--- src/rtl/gmpq_pkg.sv ---
`timescale 1ns / 1ps
// ----------------------------------------------------------------------------
// gmpq_pkg
// Shared types and codes of the grouped minimum priority queue.
// ----------------------------------------------------------------------------
package gmpq_pkg;

  typedef enum logic [1:0] {
    FUNC_ADD       = 2'd0,
    FUNC_POP_GROUP = 2'd1,
    FUNC_POP_MIN   = 2'd2,
    FUNC_NONE      = 2'd3
  } func_e;

  typedef enum logic [1:0] {
    ST_OK    = 2'd0,
    ST_EMPTY = 2'd1,
    ST_FULL  = 2'd2
  } status_e;

  typedef struct packed {
    logic [1:0]  func;
    logic [7:0]  group;
    logic [31:0] item_id;
    logic [31:0] key;
  } req_t;

  typedef struct packed {
    logic [1:0]  status;
    logic [31:0] removed_id;
  } rsp_t;

  typedef enum logic [4:0] {
    CMD_NOP, CMD_CLEAR, CMD_LOAD, CMD_DISPATCH, CMD_FAIL_EMPTY, CMD_FAIL_FULL,
    CMD_RD_CNT, CMD_LAT_CNT, CMD_A_INIT, CMD_A_UP_RD, CMD_A_UP_CMP,
    CMD_P_RD0, CMD_P_ROOT, CMD_P_RDLAST, CMD_P_LAST,
    CMD_G_DN_RDL, CMD_G_DN_LATL, CMD_G_DN_R, CMD_G_DN_CMP, CMD_G_WR,
    CMD_G_ROOT_RD, CMD_G_ROOT, CMD_E_POS_RD, CMD_E_CHK,
    CMD_T_UP_RD, CMD_T_UP_CMP, CMD_T_DN_RDL, CMD_T_DN_LATL, CMD_T_DN_R,
    CMD_T_DN_CMP, CMD_T_WR
  } cmd_e;

  typedef enum logic [4:0] {
    S_CLEAR, S_IDLE, S_DISPATCH, S_FAIL_EMPTY, S_FAIL_FULL,
    S_RD_CNT, S_LAT_CNT, S_A_INIT, S_A_UP_RD, S_A_UP_CMP,
    S_P_RD0, S_P_ROOT, S_P_RDLAST, S_P_LAST,
    S_G_DN_RDL, S_G_DN_LATL, S_G_DN_R, S_G_DN_CMP, S_G_WR,
    S_G_ROOT_RD, S_G_ROOT, S_E_POS_RD, S_E_CHK,
    S_T_UP_RD, S_T_UP_CMP, S_T_DN_RDL, S_T_DN_LATL, S_T_DN_R,
    S_T_DN_CMP, S_T_WR, S_DONE
  } state_e;

  typedef struct packed {
    logic clr_last;
    logic is_add;
    logic is_popg;
    logic is_popq;
    logic g_ok;
    logic cnt_full;
    logic cnt_zero;
    logic tc_zero;
    logic i_zero;
    logic e_lt_rd;
    logic g_l_ok;
    logic g_r_ok;
    logic c_lt_e;
    logic n_one;
    logic newgrp;
    logic top_full;
    logic pos_bad;
    logic p_last;
    logic ti_zero;
    logic t_lt_rd;
    logic t_l_ok;
    logic t_r_ok;
    logic c_lt_t;
    logic moved;
  } flags_t;

endpackage

--- src/rtl/gmpq_ctrl.sv ---
`timescale 1ns / 1ps
// ----------------------------------------------------------------------------
// gmpq_ctrl
// Sequencer for the two-level heap: issues one datapath command per cycle.
// ----------------------------------------------------------------------------
module gmpq_ctrl
  import gmpq_pkg::*;
(
  input  logic   clk_i,
  input  logic   rst_ni,
  input  logic   start_i,
  input  flags_t flags_i,
  output cmd_e   cmd_o,
  output logic   busy_o,
  output logic   done_o
);

  state_e state_q, state_d;

  always_ff @(posedge clk_i or negedge rst_ni) begin
    if (!rst_ni) begin
      state_q <= S_CLEAR;
    end else begin
      state_q <= state_d;
    end
  end

  always_comb begin
    state_d = state_q;
    unique case (state_q)
      S_CLEAR:      if (flags_i.clr_last) state_d = S_IDLE;
      S_IDLE:       if (start_i) state_d = S_DISPATCH;
      S_DISPATCH: begin
        priority if (flags_i.is_add) begin
          state_d = (!flags_i.g_ok || flags_i.cnt_full) ? S_FAIL_FULL : S_A_INIT;
        end else if (flags_i.is_popg) begin
          state_d = (!flags_i.g_ok || flags_i.cnt_zero) ? S_FAIL_EMPTY : S_P_RD0;
        end else if (flags_i.is_popq) begin
          state_d = flags_i.tc_zero ? S_FAIL_EMPTY : S_RD_CNT;
        end else begin
          state_d = S_FAIL_EMPTY;
        end
      end
      S_FAIL_EMPTY: state_d = S_DONE;
      S_FAIL_FULL:  state_d = S_DONE;
      S_RD_CNT:     state_d = S_LAT_CNT;
      S_LAT_CNT:    state_d = S_P_RD0;
      S_A_INIT:     state_d = S_A_UP_RD;
      S_A_UP_RD:    state_d = flags_i.i_zero ? S_G_WR : S_A_UP_CMP;
      S_A_UP_CMP:   state_d = flags_i.e_lt_rd ? S_A_UP_RD : S_G_WR;
      S_P_RD0:      state_d = S_P_ROOT;
      S_P_ROOT:     state_d = flags_i.n_one ? S_E_POS_RD : S_P_RDLAST;
      S_P_RDLAST:   state_d = S_P_LAST;
      S_P_LAST:     state_d = S_G_DN_RDL;
      S_G_DN_RDL:   state_d = flags_i.g_l_ok ? S_G_DN_LATL : S_G_WR;
      S_G_DN_LATL:  state_d = flags_i.g_r_ok ? S_G_DN_R : S_G_DN_CMP;
      S_G_DN_R:     state_d = S_G_DN_CMP;
      S_G_DN_CMP:   state_d = flags_i.c_lt_e ? S_G_DN_RDL : S_G_WR;
      S_G_WR:       state_d = S_G_ROOT_RD;
      S_G_ROOT_RD:  state_d = S_G_ROOT;
      S_G_ROOT: begin
        if (flags_i.newgrp) begin
          state_d = flags_i.top_full ? S_DONE : S_T_UP_RD;
        end else begin
          state_d = flags_i.pos_bad ? S_DONE : S_T_UP_RD;
        end
      end
      S_E_POS_RD:   state_d = S_E_CHK;
      S_E_CHK:      state_d = (flags_i.pos_bad || flags_i.p_last) ? S_DONE : S_T_UP_RD;
      S_T_UP_RD: begin
        if (flags_i.ti_zero) begin
          state_d = flags_i.moved ? S_T_WR : S_T_DN_RDL;
        end else begin
          state_d = S_T_UP_CMP;
        end
      end
      S_T_UP_CMP: begin
        if (flags_i.t_lt_rd) begin
          state_d = S_T_UP_RD;
        end else begin
          state_d = flags_i.moved ? S_T_WR : S_T_DN_RDL;
        end
      end
      S_T_DN_RDL:   state_d = flags_i.t_l_ok ? S_T_DN_LATL : S_T_WR;
      S_T_DN_LATL:  state_d = flags_i.t_r_ok ? S_T_DN_R : S_T_DN_CMP;
      S_T_DN_R:     state_d = S_T_DN_CMP;
      S_T_DN_CMP:   state_d = flags_i.c_lt_t ? S_T_DN_RDL : S_T_WR;
      S_T_WR:       state_d = S_DONE;
      S_DONE:       state_d = S_IDLE;
      default:      state_d = S_IDLE;
    endcase
  end

  always_comb begin
    cmd_o  = CMD_NOP;
    busy_o = (state_q != S_IDLE);
    done_o = (state_q == S_DONE);
    unique case (state_q)
      S_CLEAR:      cmd_o = CMD_CLEAR;
      S_IDLE:       cmd_o = start_i ? CMD_LOAD : CMD_NOP;
      S_DISPATCH:   cmd_o = CMD_DISPATCH;
      S_FAIL_EMPTY: cmd_o = CMD_FAIL_EMPTY;
      S_FAIL_FULL:  cmd_o = CMD_FAIL_FULL;
      S_RD_CNT:     cmd_o = CMD_RD_CNT;
      S_LAT_CNT:    cmd_o = CMD_LAT_CNT;
      S_A_INIT:     cmd_o = CMD_A_INIT;
      S_A_UP_RD:    cmd_o = CMD_A_UP_RD;
      S_A_UP_CMP:   cmd_o = CMD_A_UP_CMP;
      S_P_RD0:      cmd_o = CMD_P_RD0;
      S_P_ROOT:     cmd_o = CMD_P_ROOT;
      S_P_RDLAST:   cmd_o = CMD_P_RDLAST;
      S_P_LAST:     cmd_o = CMD_P_LAST;
      S_G_DN_RDL:   cmd_o = CMD_G_DN_RDL;
      S_G_DN_LATL:  cmd_o = CMD_G_DN_LATL;
      S_G_DN_R:     cmd_o = CMD_G_DN_R;
      S_G_DN_CMP:   cmd_o = CMD_G_DN_CMP;
      S_G_WR:       cmd_o = CMD_G_WR;
      S_G_ROOT_RD:  cmd_o = CMD_G_ROOT_RD;
      S_G_ROOT:     cmd_o = CMD_G_ROOT;
      S_E_POS_RD:   cmd_o = CMD_E_POS_RD;
      S_E_CHK:      cmd_o = CMD_E_CHK;
      S_T_UP_RD:    cmd_o = CMD_T_UP_RD;
      S_T_UP_CMP:   cmd_o = CMD_T_UP_CMP;
      S_T_DN_RDL:   cmd_o = CMD_T_DN_RDL;
      S_T_DN_LATL:  cmd_o = CMD_T_DN_LATL;
      S_T_DN_R:     cmd_o = CMD_T_DN_R;
      S_T_DN_CMP:   cmd_o = CMD_T_DN_CMP;
      S_T_WR:       cmd_o = CMD_T_WR;
      S_DONE:       cmd_o = CMD_NOP;
      default:      cmd_o = CMD_NOP;
    endcase
  end

endmodule

--- config.mk ---
export PLATFORM = sky130hd
export DESIGN_NAME = gmpq_ctrl
export DESIGN_NICKNAME = d
export VERILOG_FILES = /design/src/rtl/gmpq_pkg.sv /design/src/rtl/gmpq_ctrl.sv
export SDC_FILE = /design/constraint.sdc
export NUM_CORES = 1
export LEC_CHECK = 0
export BUFFER_PORTS_ARGS = -buffer_cell sky130_fd_sc_hd__buf_2
export CORE_AREA = 2 2 46 48
export CTS_CLUSTER_SIZE = 40
export DETAILED_ROUTE_END_ITERATION = 16
export DIE_AREA = 0 0 48 50
export GPL_ROUTABILITY_DRIVEN = 0
export GPL_TIMING_DRIVEN = 0
export PLACE_DENSITY = 0.81
export SLEW_MARGIN = 30
export SYNTH_ARGS = -nofsm -noshare
export SYNTH_HDL_FRONTEND = slang
export SYNTH_SLANG_ARGS = --single-unit
--- constraint.sdc ---
create_clock -name clk_i -period 2.4 [get_ports clk_i]
set_input_delay 0 -clock clk_i [delete_from_list [all_inputs] [get_ports clk_i]]
set_output_delay 0 -clock clk_i [all_outputs]
set_load 0.02 [all_outputs]
* After elaboration in Yosys (flattened, before gate mapping) *
Cells that the tools add are included.

cells by class
  eq/ne operators = 33
  multiplexer cells = 27
  reduce and logical (&&, ||, !) cells = 7

operator list
  cell                                                              number
  5-bit case mux with 30 select lines                               1
  5-bit case mux with 28 select lines                               1
  5-bit == test (second input constant)                             15
  5-bit by 4-bit == test with 1-bit output (second input constant)  8
  5-bit two-way mux                                                 7
  4-bit two-way mux                                                 8
  3-bit two-way mux                                                 7
  5-bit by 3-bit == test with 1-bit output (second input constant)  4
  5-bit by 2-bit == test with 1-bit output (second input constant)  2
  5-bit by 1-bit == test with 1-bit output (second input constant)  1
  5-bit logical NOT                                                 1
  5-bit by 1-bit != test with 1-bit output (second input constant)  1
  2-bit two-way mux                                                 2
  2-bit != test (second input constant)                             2
  1-bit logical OR                                                  3
  3-bit OR reduction                                                1
  2-bit AND reduction                                               1
  1-bit logical NOT                                                 1
  1-bit two-way mux                                                 1

storage, ports and cells
  bits in registers = 5
  input bits = 27
  output and inout port bits = 7
  logic and storage cells = 68

* Longest topological paths before layout *
  word-level depth = 6
  depth in mapped cells = 7
  mapped depth without buffers = 5

* Worst setup path after synthesis *
OpenSTA, ideal clock, no wires.

  path type = reg-to-reg
  from = register state_q[2]
  to = register state_q[0]
  library setup time = 0.140 ns
  arrival = 1.385 ns
  required time = 2.260 ns
  slack = 0.875 ns
  stages on the path, launching flop included = 7
  buffers on the path = 1
  period minus slack after synthesis = 1.525 ns
  path through = dfrtp_1 > buf_6 > or3b_1 > nand4_1 > nand4_1 > nor4_1 > a22oi_1

on the way
  longest elaborated chain between the ends = 3

ends and longest elaborated chain
  element                                                                     RTL line         text
  start, declared                                                             gmpq_ctrl.sv:18  state_e state_q, state_d;
  start signal, assigned                                                      gmpq_ctrl.sv:24  state_q <= state_d;
  5-bit == test (tied with other cells)                                       gmpq_ctrl.sv:30  unique case (state_q)
  3-bit OR reduction (no line) or 2-bit != test (tied branches)               --
  5-bit case mux with 28 select lines or 2-bit AND reduction (tied branches)  --

Parallel ways exist; a longest one is shown, timed or not.
A chain may end at the register's enable or synchronous reset.

* Worst setup path in the final report *
  from = register state_q[4]
  to = output cmd_o[1]

on the way
  longest elaborated chain between the ends = 2

ends and longest elaborated chain
  element                                RTL line         text
  5-bit == test (tied with other cells)  gmpq_ctrl.sv:98  unique case (state_q)
  5-bit case mux with 30 select lines *  gmpq_ctrl.sv:98
  end, declared                          gmpq_ctrl.sv:13  output cmd_e cmd_o,

Mark *: on every way between the ends. The rest lies on a longest branch, timed or not.

==> impl_metrics.toml <==
[clock_network]
cts_tree = "yes"
cts_buffer_depth = 2
ctsHtreeMaxLevel = 1
cts_sinks = 5
clkTransAtPathRegs_ps = 50
clock_latency_ps = 250
root_buffer = "clkbuf_4"
cts_buffers = 3
cts_setup_buffers = 0

[final_layout]
fin_area_mm2 = 0.00120
antenna_cells = 0
post-route-util_pct = 63.1
final_cell_mix = "43 x buf_2, 20 x nand2_1, 12 x nor2_1"
largest_registers = "state_q x5"
largest_register_ffs = 5
layout_commonest_cell = "buf_2"
area_growth_pct = 24.4
largest-register = "state_q"
drive_gt1_share_pct = 27.3
fin_nets = 215

[global_route]
antenna_found_initial = 0
grt_max_degree = 11
grt_pass1_wl_um = 5690
grt_usage_pct = 32.3
grt_pass1_vias = 1312
overflow = 0

[critical_path]
timing.rr.start = "state_q[0]"
r2r_cells = 5
critPathMaxFanout = 10
r2r-end = "state_q[0]"
crit_arrival_ps = 1830
r2r_setup_slack_ps = 630
end_kind = "output pin"
required_ps = 2400
critPathLaunchType = "flop"
worst-setup-path-type = "flop to output pin"

[timing]
setup_violations = 0
rsz0062_at_grt = "no"
tightest_slew_ps = 426
skew_ps = 7.47
finalWorstSetupSlack_ps = 572
period_share_pct = 76.2
final.setup.tns_ps = 0
clock.fmax_mhz = 547
slew-limit-headroom_pct = 71.5
hold_viol_final = 0
fin_hold_ws_ps = 57.3
slew_viol_final = 0
min_period_ps = 1830

[worst_hold_path]
worstHoldPathCells = 3
hp-class = "input port to flop"
hold_end = "state_q[0]"
min-delay-start = "flags_i[23]"

[logic_synthesis]
yosysSeqAreaShare_pct = 13.0
synth_fp_nets = 176
yosys_warnings = 0
syn_area_per_cell_um2 = 6.47
synth_edf_count = 0
syn_area_um2 = 965
async_flop_share_pct = 100
synth_area_leaders = "dfrtp_1 13%, nand2_1 7.8%, a21oi_1 5.7%"
synth.top_cell.area_share_pct = 13.0
yosysTopAreaCell = "dfrtp_1"
postSynthCellCount = 149
yosysUniqueCellTypes = 47
synth-seq-cells = 5
ys.flop_type = "dfrtp_1"

[floorplan]
dieWidth_um = 48
rows = 16
coreArea_mm2 = 0.00190
die_area_mm2 = 0.00240
boundaryPins = 34
die_h_um = 50
start_util_pct = 50.7

[routing]
detail_route.wl_per_cell_um = 16.3
via_per_inst = 6.71
finalWirelength_um = 3490
ant_nets = 0
first_iter_violations = 129
dr_total_vias = 1435
drcViolationCount = 0
firstDrtPassIters = 5

[placed_design]
pre_cts_slack_ps = 692
place_area_mm2 = 0.00116
numPortBuffers = 33
dp_hpwl_um = 2640

[power_and_ir_drop]
power.share.clock_pct = 5.9
p_comb_share_pct = 83.4
peakVddDrop_uv = 802
p_sw_mw = 1.01
power_frac_seq_pct = 10.6
leakage_nw = 0.504
swShare_pct = 57.7
pwr_density_cell_mw_per_mm2 = 1460
internal-power_mw = 0.739

[outcome]
status = "finished, final reports clean"

[job]
maxCapViolCount = 0
worst max path at each step:
stage / startpoint / end / slack (ps) / depth (start not counted)
5_1_grt: state_q[4] / cmd_o[1] / 410 / 6
3_3_place_gp: state_q[0] / state_q[0] / 680 / 5
3_5_place_dp: state_q[2] / state_q[0] / 690 / 6
4_1_cts: state_q[4] / cmd_o[1] / 610 / 6
2_1_floorplan: state_q[2] / state_q[0] / 870 / 6
6_report: state_q[4] / cmd_o[1] / 570 / 6
stage by stage:
stage,std cells,total power [mW]
6_report,214,1.75
4_1_cts,214,1.70
3_3_place_gp,209,1.57
2_1_floorplan,149,1.22
3_5_place_dp,209,1.58
5_1_grt,214,1.87
routing by layer:
layer / wire length [um] / global-route usage [%] / vias up / part of all wire (%)
met5: 0 / 0 / - / 0
met4: 229 / 15.3 / 0 / 6.6
met3: 485 / 4.03 / 34 / 14
met2: 1540 / 49.1 / 149 / 44
met1: 1240 / 43.7 / 607 / 35
li1: - / - / 645 / -
timing repair:
action,in CTS,in global routing
hold buffers,1,0
resized for setup,0,0
hold endpoints to repair,5,0
worst max-delay path, stage by stage, from the launching register on:
cell,delay (ps)
dfrtp_1,390
buf_2,200
buf_2,200
buf_2,200
nor4_1,300
o22ai_1,120
buf_2,170
final cells by class:
type	instances	area, um^2
buffer	13	72.6
clock buffer	4	26.3
fill	171	702
inverter	2	7.51
multi-input combinational	129	759
sequential	5	125
tap	27	33.8
timing repair buffer	34	175
kinds of logic after synthesis:
logic type,after synthesis,synth area share [%]
AOI/OAI and AO/OA,48,32.3
xor gates and xnor gates,1,0.908
buffers and inverters,15,8.30
DFF,5,13.0
muxes,1,1.04
and+or+nand+nor,79,44.5
power groups by stage:
stage | combinational [mW] | clock (mW) | sequential, mW
2_1_floorplan | 1.05 | 0 | 0.170
6_report | 1.46 | 0.104 | 0.186
4_1_cts | 1.41 | 0.107 | 0.182
3_3_place_gp | 1.39 | 0 | 0.181
5_1_grt | 1.57 | 0.112 | 0.191
3_5_place_dp | 1.40 | 0 | 0.184
cell usage after synthesis, types with 2 or more instances:
master and count:
a21oi_1 11, a31oi_1 2, a32o_1 2, and3_1 2, buf_2 10, dfrtp_1 5, nand2_1 20, nand2b_1 8
nand3_1 5, nand3b_1 2, nand4_1 5, nor2_1 12, nor2b_1 5, nor3_1 6, nor4_1 4, o2111ai_1 3
o21ai_0 9, o21ai_1 6, o22ai_1 4
No activity file was read; power rests on OpenSTA's default activity.
